## config.mk

```make
export PLATFORM = sky130hd
export DESIGN_NAME = audio_level_analyzer_top_flat
export DESIGN_NICKNAME = d
export VERILOG_FILES = /design/src/hdl/ala_pkg.sv /design/src/hdl/ala_if.sv /design/src/hdl/ala_accum.sv /design/src/hdl/ala_useq.sv /design/src/hdl/ala_datapath.sv /design/src/hdl/audio_level_analyzer_top.sv /design/src/flat_wrapper.sv
export SDC_FILE = /design/constraint.sdc
export NUM_CORES = 1
export LEC_CHECK = 0
export BUFFER_PORTS_ARGS = -buffer_cell sky130_fd_sc_hd__buf_2
export CORE_MARGIN = 1
export CORE_UTILIZATION = 50
export CTS_BUF_LIST = sky130_fd_sc_hd__clkbuf_4
export DETAILED_ROUTE_END_ITERATION = 8
export GPL_ROUTABILITY_DRIVEN = 0
export MAX_ROUTING_LAYER = met4
export PLACE_DENSITY = 0.63
export REMOVE_ABC_BUFFERS = 1
export SETUP_SLACK_MARGIN = 0.05
export SLEW_MARGIN = 20
export SYNTH_ARGS = -nofsm -noshare
export SYNTH_HDL_FRONTEND = slang
export SYNTH_SLANG_ARGS = --single-unit
```

## constraint.sdc

```tcl
create_clock -name clock -period 27.3 [get_ports clock]
set_input_delay 6.825 -clock clock [delete_from_list [all_inputs] [get_ports clock]]
set_output_delay 6.825 -clock clock [all_outputs]
set_load 0.02 [all_outputs]
```

## src/hdl/ala_pkg.sv

```systemverilog
package ala_pkg;

   localparam int SAMPLE_BITS = 16;
   localparam int MAX_SAMPLES = 1048576;
   localparam int LEVEL_W     = 16;

   localparam int COUNT_W = $clog2(MAX_SAMPLES + 1);
   localparam int SQ_W    = 2 * (SAMPLE_BITS - 1) + COUNT_W;
   localparam int SUM_W   = SAMPLE_BITS + COUNT_W;
   localparam int RAD_W   = 2 * SAMPLE_BITS;
   localparam int ROOT_W  = SAMPLE_BITS;
   localparam int SREM_W  = ROOT_W + 4;
   localparam int LOOP_W  = $clog2(SQ_W);
   localparam int PC_W    = 3;

   typedef logic [SAMPLE_BITS-1:0]        mag_type;
   typedef logic signed [SAMPLE_BITS-1:0] sample_type;
   typedef logic [RAD_W-1:0]              rad_type;
   typedef logic [COUNT_W-1:0]            count_type;
   typedef logic [SQ_W-1:0]               sq_type;
   typedef logic signed [SUM_W-1:0]       sum_type;
   typedef logic [SUM_W-1:0]              sum_mag_type;
   typedef logic [ROOT_W-1:0]             root_type;
   typedef logic [SREM_W-1:0]             srem_type;
   typedef logic [LEVEL_W-1:0]            level_type;
   typedef logic [LOOP_W-1:0]             loop_type;
   typedef logic [PC_W-1:0]               pc_type;

   localparam count_type MAX_COUNT  = COUNT_W'(MAX_SAMPLES);
   localparam loop_type  DIV_LAST   = LOOP_W'(SQ_W - 1);
   localparam loop_type  ROOT_LAST  = LOOP_W'(ROOT_W - 1);

   // microcode step addresses
   localparam pc_type STEP_IDLE      = 3'd0;
   localparam pc_type STEP_LOAD_SQ   = 3'd1;
   localparam pc_type STEP_DIV_SQ    = 3'd2;
   localparam pc_type STEP_LOAD_ROOT = 3'd3;
   localparam pc_type STEP_ROOT      = 3'd4;
   localparam pc_type STEP_LOAD_DC   = 3'd5;
   localparam pc_type STEP_DIV_DC    = 3'd6;
   localparam pc_type STEP_EMIT      = 3'd7;

   typedef enum logic [2:0] {
      DP_NOP,
      DP_LOAD_SQ,
      DP_DIV_STEP,
      DP_LOAD_ROOT,
      DP_ROOT_STEP,
      DP_LOAD_DC,
      DP_EMIT
   } dp_op_type;

   typedef enum logic [1:0] {
      LOOP_NONE,
      LOOP_DIV,
      LOOP_ROOT
   } loop_sel_type;

   typedef enum logic [1:0] {
      JC_NEVER,
      JC_WAIT_FINAL,
      JC_LOOP,
      JC_RSP_STALL
   } jump_type;

   typedef struct packed {
      dp_op_type    op;
      loop_sel_type loop_ld;
      jump_type     jc;
      pc_type       target;
   } uword_type;

   typedef struct packed {
      dp_op_type op;
      logic      emit_go;
   } dp_ctl_type;

   function automatic uword_type ucode_rom(input pc_type pc);
      uword_type w;
      unique case (pc)
         STEP_LOAD_SQ:   w = '{DP_LOAD_SQ,   LOOP_DIV,  JC_NEVER,     STEP_IDLE};
         STEP_DIV_SQ:    w = '{DP_DIV_STEP,  LOOP_NONE, JC_LOOP,      STEP_DIV_SQ};
         STEP_LOAD_ROOT: w = '{DP_LOAD_ROOT, LOOP_ROOT, JC_NEVER,     STEP_IDLE};
         STEP_ROOT:      w = '{DP_ROOT_STEP, LOOP_NONE, JC_LOOP,      STEP_ROOT};
         STEP_LOAD_DC:   w = '{DP_LOAD_DC,   LOOP_DIV,  JC_NEVER,     STEP_IDLE};
         STEP_DIV_DC:    w = '{DP_DIV_STEP,  LOOP_NONE, JC_LOOP,      STEP_DIV_DC};
         STEP_EMIT:      w = '{DP_EMIT,      LOOP_NONE, JC_RSP_STALL, STEP_EMIT};
         default:        w = '{DP_NOP,       LOOP_NONE, JC_WAIT_FINAL, STEP_IDLE};
      endcase
      return w;
   endfunction

endpackage

```

## src/hdl/ala_if.sv

```systemverilog
interface ala_req_if;
   logic                       valid;
   logic                       ready;
   ala_pkg::sample_type        sample;
   logic                       last;

   modport source (output valid, output sample, output last, input ready);
   modport sink (input valid, input sample, input last, output ready);
endinterface

interface ala_rsp_if;
   logic                       valid;
   logic                       ready;
   ala_pkg::level_type         rms_level;
   ala_pkg::level_type         peak_level;
   logic signed [ala_pkg::LEVEL_W-1:0] dc_level;
   logic                       overflow;

   modport source (output valid, output rms_level, output peak_level, output dc_level,
                   output overflow, input ready);
   modport sink (input valid, input rms_level, input peak_level, input dc_level,
                 input overflow, output ready);
endinterface

```

## src/hdl/ala_accum.sv

```systemverilog
module ala_accum (
   input  logic                clock,
   input  logic                reset,
   ala_req_if.sink             req,
   input  logic                clear,
   output logic                final_item,
   output ala_pkg::sq_type     sq_sum,
   output ala_pkg::sum_type    sum,
   output ala_pkg::mag_type    peak,
   output ala_pkg::count_type  count,
   output logic                ovf
);

   logic                accept;
   logic                room;
   ala_pkg::mag_type    mag_in;
   ala_pkg::rad_type    sq_in;

   logic                a_valid_ff;
   logic                a_last_ff;
   ala_pkg::sample_type a_sample_ff;
   ala_pkg::mag_type    a_mag_ff;
   ala_pkg::rad_type    a_sq_ff;

   logic                hold_ff, hold_in;
   ala_pkg::sq_type     sq_sum_ff, sq_sum_in;
   ala_pkg::sum_type    sum_ff, sum_in;
   ala_pkg::mag_type    peak_ff, peak_in;
   ala_pkg::count_type  count_ff, count_in;
   logic                ovf_ff, ovf_in;

   assign accept     = req.valid && req.ready;
   assign req.ready  = !hold_ff;
   assign final_item = a_valid_ff && a_last_ff;
   assign room       = count_ff < ala_pkg::MAX_COUNT;

   assign sq_sum = sq_sum_ff;
   assign sum    = sum_ff;
   assign peak   = peak_ff;
   assign count  = count_ff;
   assign ovf    = ovf_ff;

   // magnitude and square of the incoming sample
   always_comb begin
      mag_in = req.sample[ala_pkg::SAMPLE_BITS-1] ? $unsigned(-req.sample)
                                                 : $unsigned(req.sample);
      sq_in  = ala_pkg::rad_type'(mag_in) * ala_pkg::rad_type'(mag_in);
   end

   always_comb begin
      sq_sum_in = sq_sum_ff;
      sum_in    = sum_ff;
      peak_in   = peak_ff;
      count_in  = count_ff;
      ovf_in    = ovf_ff;
      hold_in   = hold_ff;
      if (clear) begin
         sq_sum_in = '0;
         sum_in    = '0;
         peak_in   = '0;
         count_in  = '0;
         ovf_in    = 1'b0;
         hold_in   = 1'b0;
      end else begin
         if (accept && req.last) begin
            hold_in = 1'b1;
         end
         if (a_valid_ff) begin
            if (room) begin
               sq_sum_in = sq_sum_ff + ala_pkg::sq_type'(a_sq_ff);
               sum_in    = sum_ff + ala_pkg::sum_type'(a_sample_ff);
               peak_in   = (a_mag_ff > peak_ff) ? a_mag_ff : peak_ff;
               count_in  = count_ff + 1'b1;
            end else begin
               ovf_in = 1'b1;
            end
         end
      end
   end

   always_ff @(posedge clock) begin
      if (reset) begin
         a_valid_ff <= 1'b0;
         hold_ff    <= 1'b0;
         sq_sum_ff  <= '0;
         sum_ff     <= '0;
         peak_ff    <= '0;
         count_ff   <= '0;
         ovf_ff     <= 1'b0;
      end else begin
         a_valid_ff <= accept;
         hold_ff    <= hold_in;
         sq_sum_ff  <= sq_sum_in;
         sum_ff     <= sum_in;
         peak_ff    <= peak_in;
         count_ff   <= count_in;
         ovf_ff     <= ovf_in;
      end
      if (accept) begin
         a_last_ff   <= req.last;
         a_sample_ff <= req.sample;
         a_mag_ff    <= mag_in;
         a_sq_ff     <= sq_in;
      end
   end

`ifndef SYNTHESIS
   a_count_bound: assert property (@(posedge clock) disable iff (reset)
      count_ff <= ala_pkg::MAX_COUNT)
      else $error("sample count beyond run limit");

   a_ovf_full: assert property (@(posedge clock) disable iff (reset)
      ovf_ff |-> (count_ff == ala_pkg::MAX_COUNT))
      else $error("overflow flagged on a run that is not full");
`endif

endmodule

```

## src/hdl/ala_useq.sv

```systemverilog
module ala_useq (
   input  logic                clock,
   input  logic                reset,
   input  logic                final_item,
   input  logic                rsp_stall,
   output ala_pkg::dp_ctl_type ctl
);

   ala_pkg::pc_type    pc_ff, pc_in;
   ala_pkg::loop_type  loop_ff, loop_in;
   ala_pkg::uword_type word;
   logic               take;

   assign word = ala_pkg::ucode_rom(pc_ff);

   always_comb begin
      unique case (word.jc)
         ala_pkg::JC_NEVER:      take = 1'b0;
         ala_pkg::JC_WAIT_FINAL: take = !final_item;
         ala_pkg::JC_LOOP:       take = (loop_ff != '0);
         ala_pkg::JC_RSP_STALL:  take = rsp_stall;
         default:                take = 1'b0;
      endcase
      pc_in = take ? word.target : pc_ff + 1'b1;

      loop_in = loop_ff;
      unique case (word.loop_ld)
         ala_pkg::LOOP_DIV:  loop_in = ala_pkg::DIV_LAST;
         ala_pkg::LOOP_ROOT: loop_in = ala_pkg::ROOT_LAST;
         default: begin
            if (word.jc == ala_pkg::JC_LOOP && loop_ff != '0) begin
               loop_in = loop_ff - 1'b1;
            end
         end
      endcase

      ctl.op      = word.op;
      ctl.emit_go = (word.op == ala_pkg::DP_EMIT) && !rsp_stall;
   end

   always_ff @(posedge clock) begin
      if (reset) begin
         pc_ff   <= ala_pkg::STEP_IDLE;
         loop_ff <= '0;
      end else begin
         pc_ff   <= pc_in;
         loop_ff <= loop_in;
      end
   end

`ifndef SYNTHESIS
   a_final_idle: assert property (@(posedge clock) disable iff (reset)
      final_item |-> (pc_ff == ala_pkg::STEP_IDLE))
      else $error("run ended while the sequencer was busy");

   a_loop_step: assert property (@(posedge clock) disable iff (reset)
      (loop_ff != '0) |-> (word.jc == ala_pkg::JC_LOOP))
      else $error("loop count live outside a loop step");

   a_emit_wrap: assert property (@(posedge clock) disable iff (reset)
      ctl.emit_go |=> (pc_ff == ala_pkg::STEP_IDLE))
      else $error("sequencer did not return to idle after emit");
`endif

endmodule

```

## src/hdl/ala_datapath.sv

```systemverilog
module ala_datapath (
   input  logic                clock,
   input  logic                reset,
   input  ala_pkg::dp_ctl_type ctl,
   input  ala_pkg::sq_type     sq_sum,
   input  ala_pkg::sum_type    sum,
   input  ala_pkg::mag_type    peak,
   input  ala_pkg::count_type  count,
   input  logic                ovf,
   ala_rsp_if.source           rsp,
   output logic                rsp_stall
);

   // shared restoring divider
   ala_pkg::count_type   rem_ff, rem_in;
   ala_pkg::sq_type      dvd_ff, dvd_in;
   logic [ala_pkg::COUNT_W:0] div_sh;
   logic [ala_pkg::COUNT_W:0] div_diff;
   logic                 div_ge;

   // digit-by-digit square root
   ala_pkg::rad_type     rad_ff, rad_in;
   ala_pkg::srem_type    srem_ff, srem_in;
   ala_pkg::root_type    root_ff, root_in;
   ala_pkg::srem_type    rt_sh;
   ala_pkg::srem_type    rt_trial;
   ala_pkg::srem_type    rt_diff;
   logic                 rt_ge;

   logic                 neg_ff, neg_in;
   ala_pkg::sum_mag_type sum_mag;
   ala_pkg::level_type   dc_q;
   ala_pkg::level_type   dc_val;
   logic                 empty_run;

   logic                 rsp_valid_ff;
   ala_pkg::level_type   rms_ff;
   ala_pkg::level_type   peak_ff;
   ala_pkg::level_type   dc_ff;
   logic                 ovf_ff;

   always_comb begin
      div_sh   = {rem_ff, dvd_ff[ala_pkg::SQ_W-1]};
      div_ge   = div_sh >= {1'b0, count};
      div_diff = div_sh - {1'b0, count};

      rt_sh    = {srem_ff[ala_pkg::SREM_W-3:0], rad_ff[ala_pkg::RAD_W-1:ala_pkg::RAD_W-2]};
      rt_trial = {{(ala_pkg::SREM_W - ala_pkg::ROOT_W - 2){1'b0}}, root_ff, 2'b01};
      rt_ge    = rt_sh >= rt_trial;
      rt_diff  = rt_sh - rt_trial;

      sum_mag  = sum[ala_pkg::SUM_W-1] ? $unsigned(-sum) : $unsigned(sum);
      dc_q     = dvd_ff[ala_pkg::LEVEL_W-1:0];
      dc_val   = neg_ff ? (~dc_q + 1'b1) : dc_q;
      empty_run = (count == '0);

      rem_in  = rem_ff;
      dvd_in  = dvd_ff;
      rad_in  = rad_ff;
      srem_in = srem_ff;
      root_in = root_ff;
      neg_in  = neg_ff;

      unique case (ctl.op)
         ala_pkg::DP_LOAD_SQ: begin
            dvd_in = sq_sum;
            rem_in = '0;
         end
         ala_pkg::DP_DIV_STEP: begin
            rem_in = div_ge ? div_diff[ala_pkg::COUNT_W-1:0] : div_sh[ala_pkg::COUNT_W-1:0];
            dvd_in = {dvd_ff[ala_pkg::SQ_W-2:0], div_ge};
         end
         ala_pkg::DP_LOAD_ROOT: begin
            rad_in  = dvd_ff[ala_pkg::RAD_W-1:0];
            srem_in = '0;
            root_in = '0;
         end
         ala_pkg::DP_ROOT_STEP: begin
            srem_in = rt_ge ? rt_diff : rt_sh;
            root_in = {root_ff[ala_pkg::ROOT_W-2:0], rt_ge};
            rad_in  = {rad_ff[ala_pkg::RAD_W-3:0], 2'b00};
         end
         ala_pkg::DP_LOAD_DC: begin
            dvd_in = ala_pkg::sq_type'(sum_mag);
            rem_in = '0;
            neg_in = sum[ala_pkg::SUM_W-1];
         end
         default: begin
         end
      endcase
   end

   assign rsp_stall      = rsp_valid_ff && !rsp.ready;
   assign rsp.valid      = rsp_valid_ff;
   assign rsp.rms_level  = rms_ff;
   assign rsp.peak_level = peak_ff;
   assign rsp.dc_level   = $signed(dc_ff);
   assign rsp.overflow   = ovf_ff;

   always_ff @(posedge clock) begin
      if (reset) begin
         rsp_valid_ff <= 1'b0;
      end else if (ctl.emit_go) begin
         rsp_valid_ff <= 1'b1;
      end else if (rsp.ready) begin
         rsp_valid_ff <= 1'b0;
      end
      rem_ff  <= rem_in;
      dvd_ff  <= dvd_in;
      rad_ff  <= rad_in;
      srem_ff <= srem_in;
      root_ff <= root_in;
      neg_ff  <= neg_in;
      if (ctl.emit_go) begin
         rms_ff  <= empty_run ? '0 : ala_pkg::level_type'(root_ff);
         peak_ff <= empty_run ? '0 : ala_pkg::level_type'(peak);
         dc_ff   <= empty_run ? '0 : dc_val;
         ovf_ff  <= ovf;
      end
   end

endmodule

```

## src/hdl/audio_level_analyzer_top.sv

```systemverilog
// RMS, peak and DC level meter over runs of signed 16-bit Q1.15 samples. Samples of a run
// are taken one per clock while req_chan.ready is high; the sample marked last closes the
// run, and one transaction on rsp_chan then carries floor(sqrt(sum of squares / count)),
// the largest magnitude, the mean truncated toward zero and a flag that samples beyond
// 1048576 in the run were dropped. After the last sample, ready stays low while a small
// microcoded sequencer runs a shared bit-serial divider twice (one quotient bit per cycle over
// the 51-bit sum of squares, then over the magnitude of the signed sum) and a root unit that
// settles one result bit per cycle, and while the previous result still waits on rsp_chan.
// Samples of the next run are accepted as soon as the result is loaded into the output
// register.
module audio_level_analyzer_top (
   input  logic       clock,
   input  logic       reset,
   ala_req_if.sink    req_chan,
   ala_rsp_if.source  rsp_chan
);

   logic                final_item;
   logic                rsp_stall;
   ala_pkg::dp_ctl_type ctl;
   ala_pkg::sq_type     sq_sum;
   ala_pkg::sum_type    sum;
   ala_pkg::mag_type    peak;
   ala_pkg::count_type  count;
   logic                ovf;

   ala_accum u_accum (
      .clock      (clock),
      .reset      (reset),
      .req        (req_chan),
      .clear      (ctl.emit_go),
      .final_item (final_item),
      .sq_sum     (sq_sum),
      .sum        (sum),
      .peak       (peak),
      .count      (count),
      .ovf        (ovf)
   );

   ala_useq u_useq (
      .clock      (clock),
      .reset      (reset),
      .final_item (final_item),
      .rsp_stall  (rsp_stall),
      .ctl        (ctl)
   );

   ala_datapath u_datapath (
      .clock     (clock),
      .reset     (reset),
      .ctl       (ctl),
      .sq_sum    (sq_sum),
      .sum       (sum),
      .peak      (peak),
      .count     (count),
      .ovf       (ovf),
      .rsp       (rsp_chan),
      .rsp_stall (rsp_stall)
   );

endmodule
```

## src/flat_wrapper.sv

```systemverilog
// flat-port wrapper written by rule: the top's interface ports become plain ports
module audio_level_analyzer_top_flat 
  (clock, reset, req_chan_valid, req_chan_sample, req_chan_last, req_chan_ready, rsp_chan_valid, rsp_chan_rms_level, rsp_chan_peak_level, rsp_chan_dc_level, rsp_chan_overflow, rsp_chan_ready);
  ala_req_if req_chan_i ();
  ala_rsp_if rsp_chan_i ();
  input  logic clock;
  input  logic reset;
  input wire logic [$bits(req_chan_i.valid)-1:0] req_chan_valid;
  input wire logic [$bits(req_chan_i.sample)-1:0] req_chan_sample;
  input wire logic [$bits(req_chan_i.last)-1:0] req_chan_last;
  output wire logic [$bits(req_chan_i.ready)-1:0] req_chan_ready;
  output wire logic [$bits(rsp_chan_i.valid)-1:0] rsp_chan_valid;
  output wire logic [$bits(rsp_chan_i.rms_level)-1:0] rsp_chan_rms_level;
  output wire logic [$bits(rsp_chan_i.peak_level)-1:0] rsp_chan_peak_level;
  output wire logic [$bits(rsp_chan_i.dc_level)-1:0] rsp_chan_dc_level;
  output wire logic [$bits(rsp_chan_i.overflow)-1:0] rsp_chan_overflow;
  input wire logic [$bits(rsp_chan_i.ready)-1:0] rsp_chan_ready;
  assign req_chan_i.valid = req_chan_valid;
  assign req_chan_i.sample = req_chan_sample;
  assign req_chan_i.last = req_chan_last;
  assign req_chan_ready = req_chan_i.ready;
  assign rsp_chan_valid = rsp_chan_i.valid;
  assign rsp_chan_rms_level = rsp_chan_i.rms_level;
  assign rsp_chan_peak_level = rsp_chan_i.peak_level;
  assign rsp_chan_dc_level = rsp_chan_i.dc_level;
  assign rsp_chan_overflow = rsp_chan_i.overflow;
  assign rsp_chan_i.ready = rsp_chan_ready;
  audio_level_analyzer_top u_core (.clock(clock), .reset(reset), .req_chan(req_chan_i), .rsp_chan(rsp_chan_i));
endmodule
```

==> results of run 1 <==
==> per-stage QoR <==
stage / area, um^2 / utilization [%] / power [uW] / hold WS (ns)
5_1_grt: 31900 / 55.2 / 4300 / 0.513
3_5_place_dp: 30500 / 52.8 / 3370 / 0.476
6_report: 31900 / 55.2 / 3900 / 0.486
3_3_place_gp: 30500 / 52.7 / 3330 / 0.467
4_1_cts: 31900 / 55.2 / 3920 / 0.487
2_1_floorplan: 28900 / - / 2740 / 0.409
==> worst max path at each step <==
stage	endpoint	slack [ns]	cells after the start
finish	u_core.u_accum.a_sq_ff[26]	13.20	28
global route	u_core.u_accum.a_sq_ff[26]	12.66	27
CTS	u_core.u_accum.a_sq_ff[26]	13.34	28
detailed placement	u_core.u_accum.a_sq_ff[26]	12.42	28
global placement	u_core.u_accum.a_sq_ff[26]	12.69	27
floorplan	u_core.u_accum.a_sq_ff[26]	13.26	28
==> kinds of logic after synthesis <==
logic type	share of synthesized area, %
xor gates and xnor gates	6.34
DFF	35.0
muxes	1.58
other	0.0256
and+or+nand+nor	15.1
adders and majority gates	21.4
AOI/OAI and AO/OA	14.4
buffers and inverters	6.08
==> cell usage in the layout, fill, tap and decap left out, types with 32 or more instances in the layout <==
cell,instances
edfxtp_1,250
fa_1,167
buf_2,71
a211oi_1,32
xor2_1,103
o21ai_1,33
a21oi_1,193
nor2_1,311
inv_1,345
a22oi_1,38
ha_1,234
clkbuf_4,149
o21ai_0,135
a21o_1,71
nand2_1,383
nand3_1,72
mux2i_1,45
dfxtp_1,138
xnor2_1,109
clkinv_1,46
==> critical path, stage by stage <==
cell and delay (ns):
buf_2 0.13, inv_2 0.30, ha_1 0.23, nand2_1 0.07, or2_2 0.33, o21ai_0 0.20, xor2_1 0.49, clkinv_1 0.54
nand2_1 0.25, inv_1 0.07, fa_1 0.48, inv_1 0.06, fa_1 0.55, inv_1 0.06, fa_1 0.52, fa_1 0.45
fa_1 0.55, inv_1 0.05, fa_1 0.53, inv_1 0.04, ha_1 0.34, a21oi_1 0.18, o21ai_0 0.12, o21ai_0 0.25
a31oi_1 0.15, o41ai_1 0.60, nor2_1 0.08, o31a_1 0.25
==> where the power goes <==
part	leakage [uW]	switching, uW	internal (uW)
combinational	0.00955	1520	1040
sequential	0.00357	38.2	787
clock	0.000817	256	265
total	0.0139	1810	2090
==> registers in the layout, summed over array words and instances, names as in the netlist, 3 cells and up <==
register	flops
u_core.u_accum.sq_sum	51
u_core.u_datapath.dvd_ff	51
u_core.u_accum.sum	37
u_core.u_datapath.rad_ff	32
u_core.u_accum.a_sq_ff	30
u_core.u_accum.count	21
u_core.u_datapath.rem_ff	21
u_core.u_datapath.srem_ff	18
u_core.u_accum.a_sample_ff	16
u_core.u_accum.peak	16
u_core.u_datapath.root_ff	16
u_core.u_datapath.rsp.dc_level	16
u_core.u_datapath.rsp.peak_level	16
u_core.u_datapath.rsp.rms_level	16
u_core.u_accum.a_mag_ff	15
u_core.u_useq.loop_ff	6
u_core.u_useq.pc_ff	3
==> routing by layer <==
metal  up-vias  wire length [um]
li1      11208                 -
met1     11101             31700
met2       739             31600
met3       135              5020
met4         0              2370
met5         -                 0
==> layout make-up <==
type	instances	share of cell area [%]
multi-input combinational	2329	54.5
sequential	388	32.2
inverter	360	4.24
clock buffer	149	3.51
tap	765	3.00
timing repair buffer	95	1.74
clock inverter	55	0.828
antenna	1	0.00785
==> impl_metrics.json, run 1 <==
{
  "syn_area_um2": 29300,
  "synth.most_common_cell": "nand2_1",
  "drt_iter0_drc": 1391,
  "hold_class": "flip-flop to flip-flop",
  "rrSetupSlack_ns": 23.09,
  "drcViolationCount": 0,
  "numCtsBuffers": 108,
  "ir_drop_mv": 0.256,
  "async_reset_ff_share_pct": 0,
  "path_class": "primary input to flip-flop",
  "arrival_ns": 14.69,
  "grt_usage_pct": 24.8,
  "status": "finished clean",
  "synthFlopType": "edfxtp_1",
  "critPathLaunch": "req_chan_sample[0]",
  "min_period_ns": 14.10,
  "vias": 23183,
  "finalSetupViolCount": 0,
  "clkSinkCount": 388,
  "syn2layout_area_growth_pct": 8.79,
  "path_clk_slew_ns": 0.06,
  "cts_buffer_depth": 3,
  "ys_ff_latch": 388,
  "initial_core_util_pct": 50.7,
  "cts_tree": "done",
  "hpwl_um": 53000,
  "place_ws_ns": 12.42,
  "nFillCells": 5293,
  "fin_cells": 4142,
  "vias_per_cell": 5.60,
  "dieArea_um2": 59600,
  "die_w_um": 244,
  "synthTopCellsByArea": "edfxtp_1 26%, fa_1 11%, ha_1 10%",
  "worstSetupStartpointType": "primary input",
  "firstDrtPassIters": 8,
  "hold_path_end": "u_core.u_accum.sq_sum[27]",
  "grtUsageMet2_pct": 38.0,
  "grt_pass1_wl_um": 116000,
  "max_cap_violations": 0,
  "max_freq_mhz": 70.9,
  "fin_ws_ns": 13.20,
  "r2r-end": "u_core.u_accum.sum[34]",
  "whs_path_depth": 2,
  "io_pins": 72,
  "power_density_nw_per_um2": 122,
  "r2r_start": "u_core.u_useq.pc_ff[1]",
  "antenna_left": 0,
  "synth.top_cell.area_share_pct": 25.6,
  "min-delay-start": "u_core.u_accum.sq_sum[27]",
  "seq_area_um2": 10300,
  "multi_input_area_um2": 17400,
  "avgSynthCellArea_um2": 9.22,
  "grt_pass1_vias": 23162,
  "rsz0062_at_grt": "no",
  "rows": 88,
  "grt_max_degree": 76,
  "cts_max_level": 3,
  "antenna_found_initial": 2,
  "syn_inst": 3179,
  "drive_gt1_share_pct": 9.27,
  "grtUsageMet1_pct": 32.3,
  "postCtsHoldBufs": 0,
  "required_ns": 27.89,
  "post_cts_resized": 0,
  "post_cts_buffers": 0,
  "dpl.cell_count": 3937,
  "tightest_slew_ns": 1.08,
  "hold_viol_final": 0,
  "yosysUniqueCellTypes": 87,
  "clock_latency_ns": 0.87,
  "root_buffer": "clkbuf_4",
  "busiest_layer": "met2",
  "grtUsageMet3_pct": 4.75,
  "synth_common_cells": "385 x nand2_1, 345 x inv_1, 313 x nor2_1",
  "slew_headroom_pct": 27.3,
  "r2r_cells": 11,
  "yosysSeqAreaShare_pct": 35.0,
  "fin_nets": 3704,
  "overflow": 0,
  "detail_route.wirelength_um": 70700,
  "slew_violations": 0,
  "crit_path_max_fanout": 18,
  "core_area_um2": 57800,
  "synth_edf_count": 250,
  "yosys_warnings": 0,
  "synth_largest_area_cell": "edfxtp_1",
  "die_y_um": 244,
  "min_period_over_period_pct": 51.7,
  "finalClockSkew_ns": 0.0648,
  "io_buffers": 71,
  "tns_ns": 0,
  "wire_per_inst_um": 17.1,
  "crit_path_end_kind": "flip-flop",
  "leakage_uw": 0.0139
}
(Power assumes the default switching activity.)
==> inputs of run 2 (changes only) <==
- clock period: 27.3 -> 14.5 ns (I/O delays scaled with it)
==> impl_metrics.json, run 2 (same netlist as run 1, synthesis figures left out) <==
{
  "mostFrequentLayoutCell": "nand2_1",
  "io_pins": 72,
  "cts_max_level": 3,
  "grt_pass1_wl_um": 117000,
  "vias_per_cell": 5.63,
  "final_cell_mix": "383 x nand2_1, 345 x inv_1, 311 x nor2_1",
  "clkSinkCount": 388,
  "syn2layout_area_growth_pct": 8.78,
  "core_area_um2": 57800,
  "slew_violations": 0,
  "max_freq_mhz": 91.6,
  "hold_viol_final": 0,
  "antenna_left": 0,
  "required_ns": 15.09,
  "drcViolationCount": 0,
  "grt_max_degree": 76,
  "path_clk_slew_ns": 0.07,
  "cts_buffer_depth": 3,
  "initial_core_util_pct": 50.7,
  "drive_gt1_share_pct": 9.61,
  "arrival_ns": 11.51,
  "cp_common_cell": "fa_1",
  "finalClockSkew_ns": 0.0798,
  "antenna_found_initial": 3,
  "wire_per_inst_um": 17.1,
  "overflow": 0,
  "leakage_uw": 0.0139,
  "die_w_um": 244,
  "worstSetupStartpointType": "primary input",
  "min_period_ns": 10.92,
  "tns_ns": 0,
  "crit_path_max_fanout": 18,
  "r2r_cells": 11,
  "r2r-end": "u_core.u_accum.sum[34]",
  "grt_usage_pct": 24.9,
  "grt_pass1_vias": 23187,
  "post_cts_resized": 0,
  "detail_route.wirelength_um": 70900,
  "status": "finished clean",
  "cp_slowest_cell": "o41ai_1",
  "rows": 88,
  "dieArea_um2": 59600,
  "drt_iter0_drc": 1539,
  "fin_nets": 3701,
  "power_density_nw_per_um2": 231,
  "nFillCells": 5267,
  "die_y_um": 244,
  "post_cts_buffers": 0,
  "slew_headroom_pct": 30.7,
  "ir_drop_mv": 0.577,
  "hpwl_um": 53100,
  "r2r_start": "u_core.u_useq.pc_ff[1]",
  "firstDrtPassIters": 6,
  "clock_latency_ns": 0.88,
  "fin_cells": 4138,
  "max_cap_violations": 0,
  "dpl.cell_count": 3937,
  "crit_path_end_kind": "flip-flop",
  "hold_class": "flip-flop to flip-flop",
  "rsz0062_at_grt": "no",
  "tightest_slew_ns": 1.03,
  "finalSetupViolCount": 0,
  "postCtsHoldBufs": 0,
  "path_class": "primary input to flip-flop",
  "io_buffers": 71,
  "numCtsBuffers": 105,
  "rrSetupSlack_ns": 10.27,
  "min_period_over_period_pct": 75.3,
  "crit_path_end": "u_core.u_accum.a_sq_ff[26]",
  "root_buffer": "clkbuf_4",
  "worst_path_largest_cell_delay_ns": 0.61,
  "critPathLaunch": "req_chan_sample[0]",
  "vias": 23310,
  "cts_tree": "done"
}
[run 2: metal layers]
metal  routed length, um  GRT usage (%)  up-vias
li1                    -              -    11223
met5                   0              -        -
met3                4640           4.66      140
met2               31900           38.4      681
met1               32200           32.3    11266
met4                2140           10.1        0
[run 2: metrics by stage]
stage / power (uW) / util [%] / worst slack, ns / hold WS (ns) / area, um^2
after floorplan: 5160 / - / 3.66 / 0.409 / 28900
after global placement: 6270 / 52.7 / 3.09 / 0.467 / 30500
after detailed placement: 6340 / 52.8 / 2.80 / 0.476 / 30500
after CTS: 7390 / 55.1 / 3.73 / 0.479 / 31900
after global routing: 8090 / 55.1 / 2.97 / 0.495 / 31900
final: 7360 / 55.2 / 3.58 / 0.486 / 31900
[run 2: power by group]
| group | switching, uW | internal, uW | total [uW] |
|---|---|---|---|
| Combinational | 2860 | 1950 | 4810 |
| Clock | 490 | 504 | 994 |
| Sequential | 71.6 | 1480 | 1550 |
| Total | 3420 | 3940 | 7360 |
[run 2: worst min-delay path by stage]
stage	startpoint	end	slack, ns	cells past startpoint
finish	u_core.u_datapath.dvd_ff[37]	u_core.u_datapath.dvd_ff[38]	0.49	2
floorplan	u_core.u_accum.ovf	u_core.u_datapath.rsp.overflow	0.41	0
global route	u_core.u_datapath.dvd_ff[37]	u_core.u_datapath.dvd_ff[38]	0.50	2
global placement	u_core.u_accum.sq_sum[9]	u_core.u_accum.sq_sum[9]	0.47	2
detailed placement	u_core.u_accum.sq_sum[7]	u_core.u_accum.sq_sum[7]	0.48	2
CTS	u_core.u_datapath.dvd_ff[37]	u_core.u_datapath.dvd_ff[38]	0.48	2
[run 2: area by class of cell]
cell class	instances	area [um^2]	area share, %
antenna	2	5.00	0.0157
clock buffer	158	1190	3.72
clock inverter	41	191	0.600
inverter	360	1350	4.24
multi-input combinational	2329	17400	54.5
sequential	388	10300	32.2
tap	765	957	3.00
timing repair buffer	95	556	1.74
[run 2: critical path: cells and delay by family]
kind | cells | cell delay, ns
AO/OA/AOI/OAI | 7 | 1.76
AND/OR/NAND/NOR | 4 | 0.72
buffers and inverters | 8 | 1.27
adder cells (fa/ha/maj) | 8 | 3.65
XOR/XNOR | 1 | 0.47
==> inputs of run 3 (changes only) <==
- clock period: 14.5 -> 11.2 ns (I/O delays scaled with it)
==> impl_metrics.json, run 3 (same netlist as run 1, synthesis figures left out) <==
{
  "status": "finished clean",
  "wire_per_inst_um": 17.1,
  "grt_usage_pct": 25.1,
  "antenna_left": 0,
  "io_buffers": 71,
  "max_cap_violations": 0,
  "drt_iter0_drc": 1564,
  "core_area_um2": 57800,
  "grt_pass1_vias": 23460,
  "root_buffer": "clkbuf_4",
  "grt_pass1_wl_um": 118000,
  "hold_viol_final": 0,
  "min_period_over_period_pct": 88.2,
  "ir_drop_mv": 0.534,
  "hpwl_um": 53400,
  "dieArea_um2": 59600,
  "rsz0062_at_grt": "no",
  "grt_max_degree": 76,
  "path_buf_inv": 8,
  "cp_top_family": "adder cells",
  "power_density_nw_per_um2": 297,
  "vias_per_cell": 5.58,
  "worstSetupStartpointType": "primary input",
  "cts_tree": "done",
  "overflow": 0,
  "crit_path_end_kind": "flip-flop",
  "max_freq_mhz": 101,
  "required_ns": 11.81,
  "rrSetupSlack_ns": 7.08,
  "cp_common_cell": "fa_1",
  "io_pins": 72,
  "hold_class": "flip-flop to flip-flop",
  "cts_max_level": 3,
  "arrival_ns": 10.48,
  "syn2layout_area_growth_pct": 9.26,
  "slew_violations": 0,
  "initial_core_util_pct": 50.7,
  "post_cts_resized": 0,
  "mostFrequentLayoutCell": "nand2_1",
  "postCtsHoldBufs": 0,
  "worst_path_largest_cell_delay_ns": 0.59,
  "firstDrtPassIters": 6,
  "drcViolationCount": 0,
  "tightest_slew_ns": 1.00,
  "detail_route.wirelength_um": 70700,
  "post_cts_buffers": 0,
  "tns_ns": 0,
  "drive_gt1_share_pct": 9.88,
  "fin_nets": 3710,
  "hold_slack_ns": 0.480,
  "final_cell_mix": "383 x nand2_1, 345 x inv_1, 311 x nor2_1",
  "final_core_util_pct": 55.4,
  "path_clk_slew_ns": 0.06,
  "die_y_um": 244,
  "clock_latency_ns": 0.87,
  "die_w_um": 244,
  "cts_buffer_depth": 3,
  "antenna_found_initial": 3,
  "min_period_ns": 9.87,
  "rows": 88,
  "vias": 23166,
  "cp_slowest_cell": "o41ai_1",
  "leakage_uw": 0.0140,
  "slew_headroom_pct": 33.1,
  "finalClockSkew_ns": 0.0569,
  "crit_path_max_fanout": 18,
  "clkSinkCount": 388,
  "path_class": "primary input to flip-flop",
  "total_power_uw": 9500,
  "numCtsBuffers": 107,
  "finalSetupViolCount": 0
}
[run 3: cell types whose count changed in the layout (fill, tap and decap cells not counted), sizes merged]
cell    previous run  this run
clkbuf           158       166
diode              2         1
inv              359       357
buf               95       102
bufinv             0         2
clkinv            40        36
[run 3: through the flow]
stage | std cells | setup WS, ns | cell area [um^2]
after floorplan | 3077 | 1.18 | 28900
after global placement | 3943 | 0.756 | 30500
after detailed placement | 3943 | 0.559 | 30500
after CTS | 4146 | 1.52 | 32000
after global routing | 4148 | 0.888 | 32000
final | 4148 | 1.33 | 32000
[run 3: final timing paths]
check,start,end,cells past startpoint
setup reg to reg,u_core.u_useq.pc_ff[1],u_core.u_accum.sum[34],11
hold / removal,u_core.u_accum.sq_sum[20],u_core.u_accum.sq_sum[20],2
setup / recovery,req_chan_sample[0],u_core.u_accum.a_sq_ff[26],28
hold reg to reg,u_core.u_accum.sq_sum[20],u_core.u_accum.sq_sum[20],2
[run 3: worst register-to-register path, cell delays in order, from the launching register on]
cell	delay, ns
dfxtp_1	0.50
clkinv_1	0.40
ha_1	0.46
nor2_1	0.40
nand3_1	0.22
nor2b_4	0.15
or2_4	0.45
buf_4	0.83
nor3_1	0.18
nor2b_1	0.17
a31oi_1	0.15
nand3_1	0.09
[run 3: per-layer routing]
metal | global-route usage (%) | up-vias | share of wire, %
li1 | - | 11244 | -
met1 | 32.8 | 11083 | 46
met2 | 39.0 | 711 | 45
met3 | 4.33 | 128 | 6.4
met4 | 9.41 | 0 | 2.8
met5 | - | - | 0
[run 3: cell type report]
class                           instances  area, um^2
Inverter                              360        1350
Clock inverter                         37         221
Antenna cell                            1        2.50
Timing Repair Buffer                  102         608
Clock buffer                          166        1250
Tap cell                              765         957
Multi-Input combinational cell       2329       17400
Sequential cell                       388       10300
Fill cell                            5208       25800
[run 3: where the power goes]
part           switching (uW)  internal, uW
Clock                     631           725
Combinational            3620          2510
Sequential               91.4          1920
Total                    4350          5150
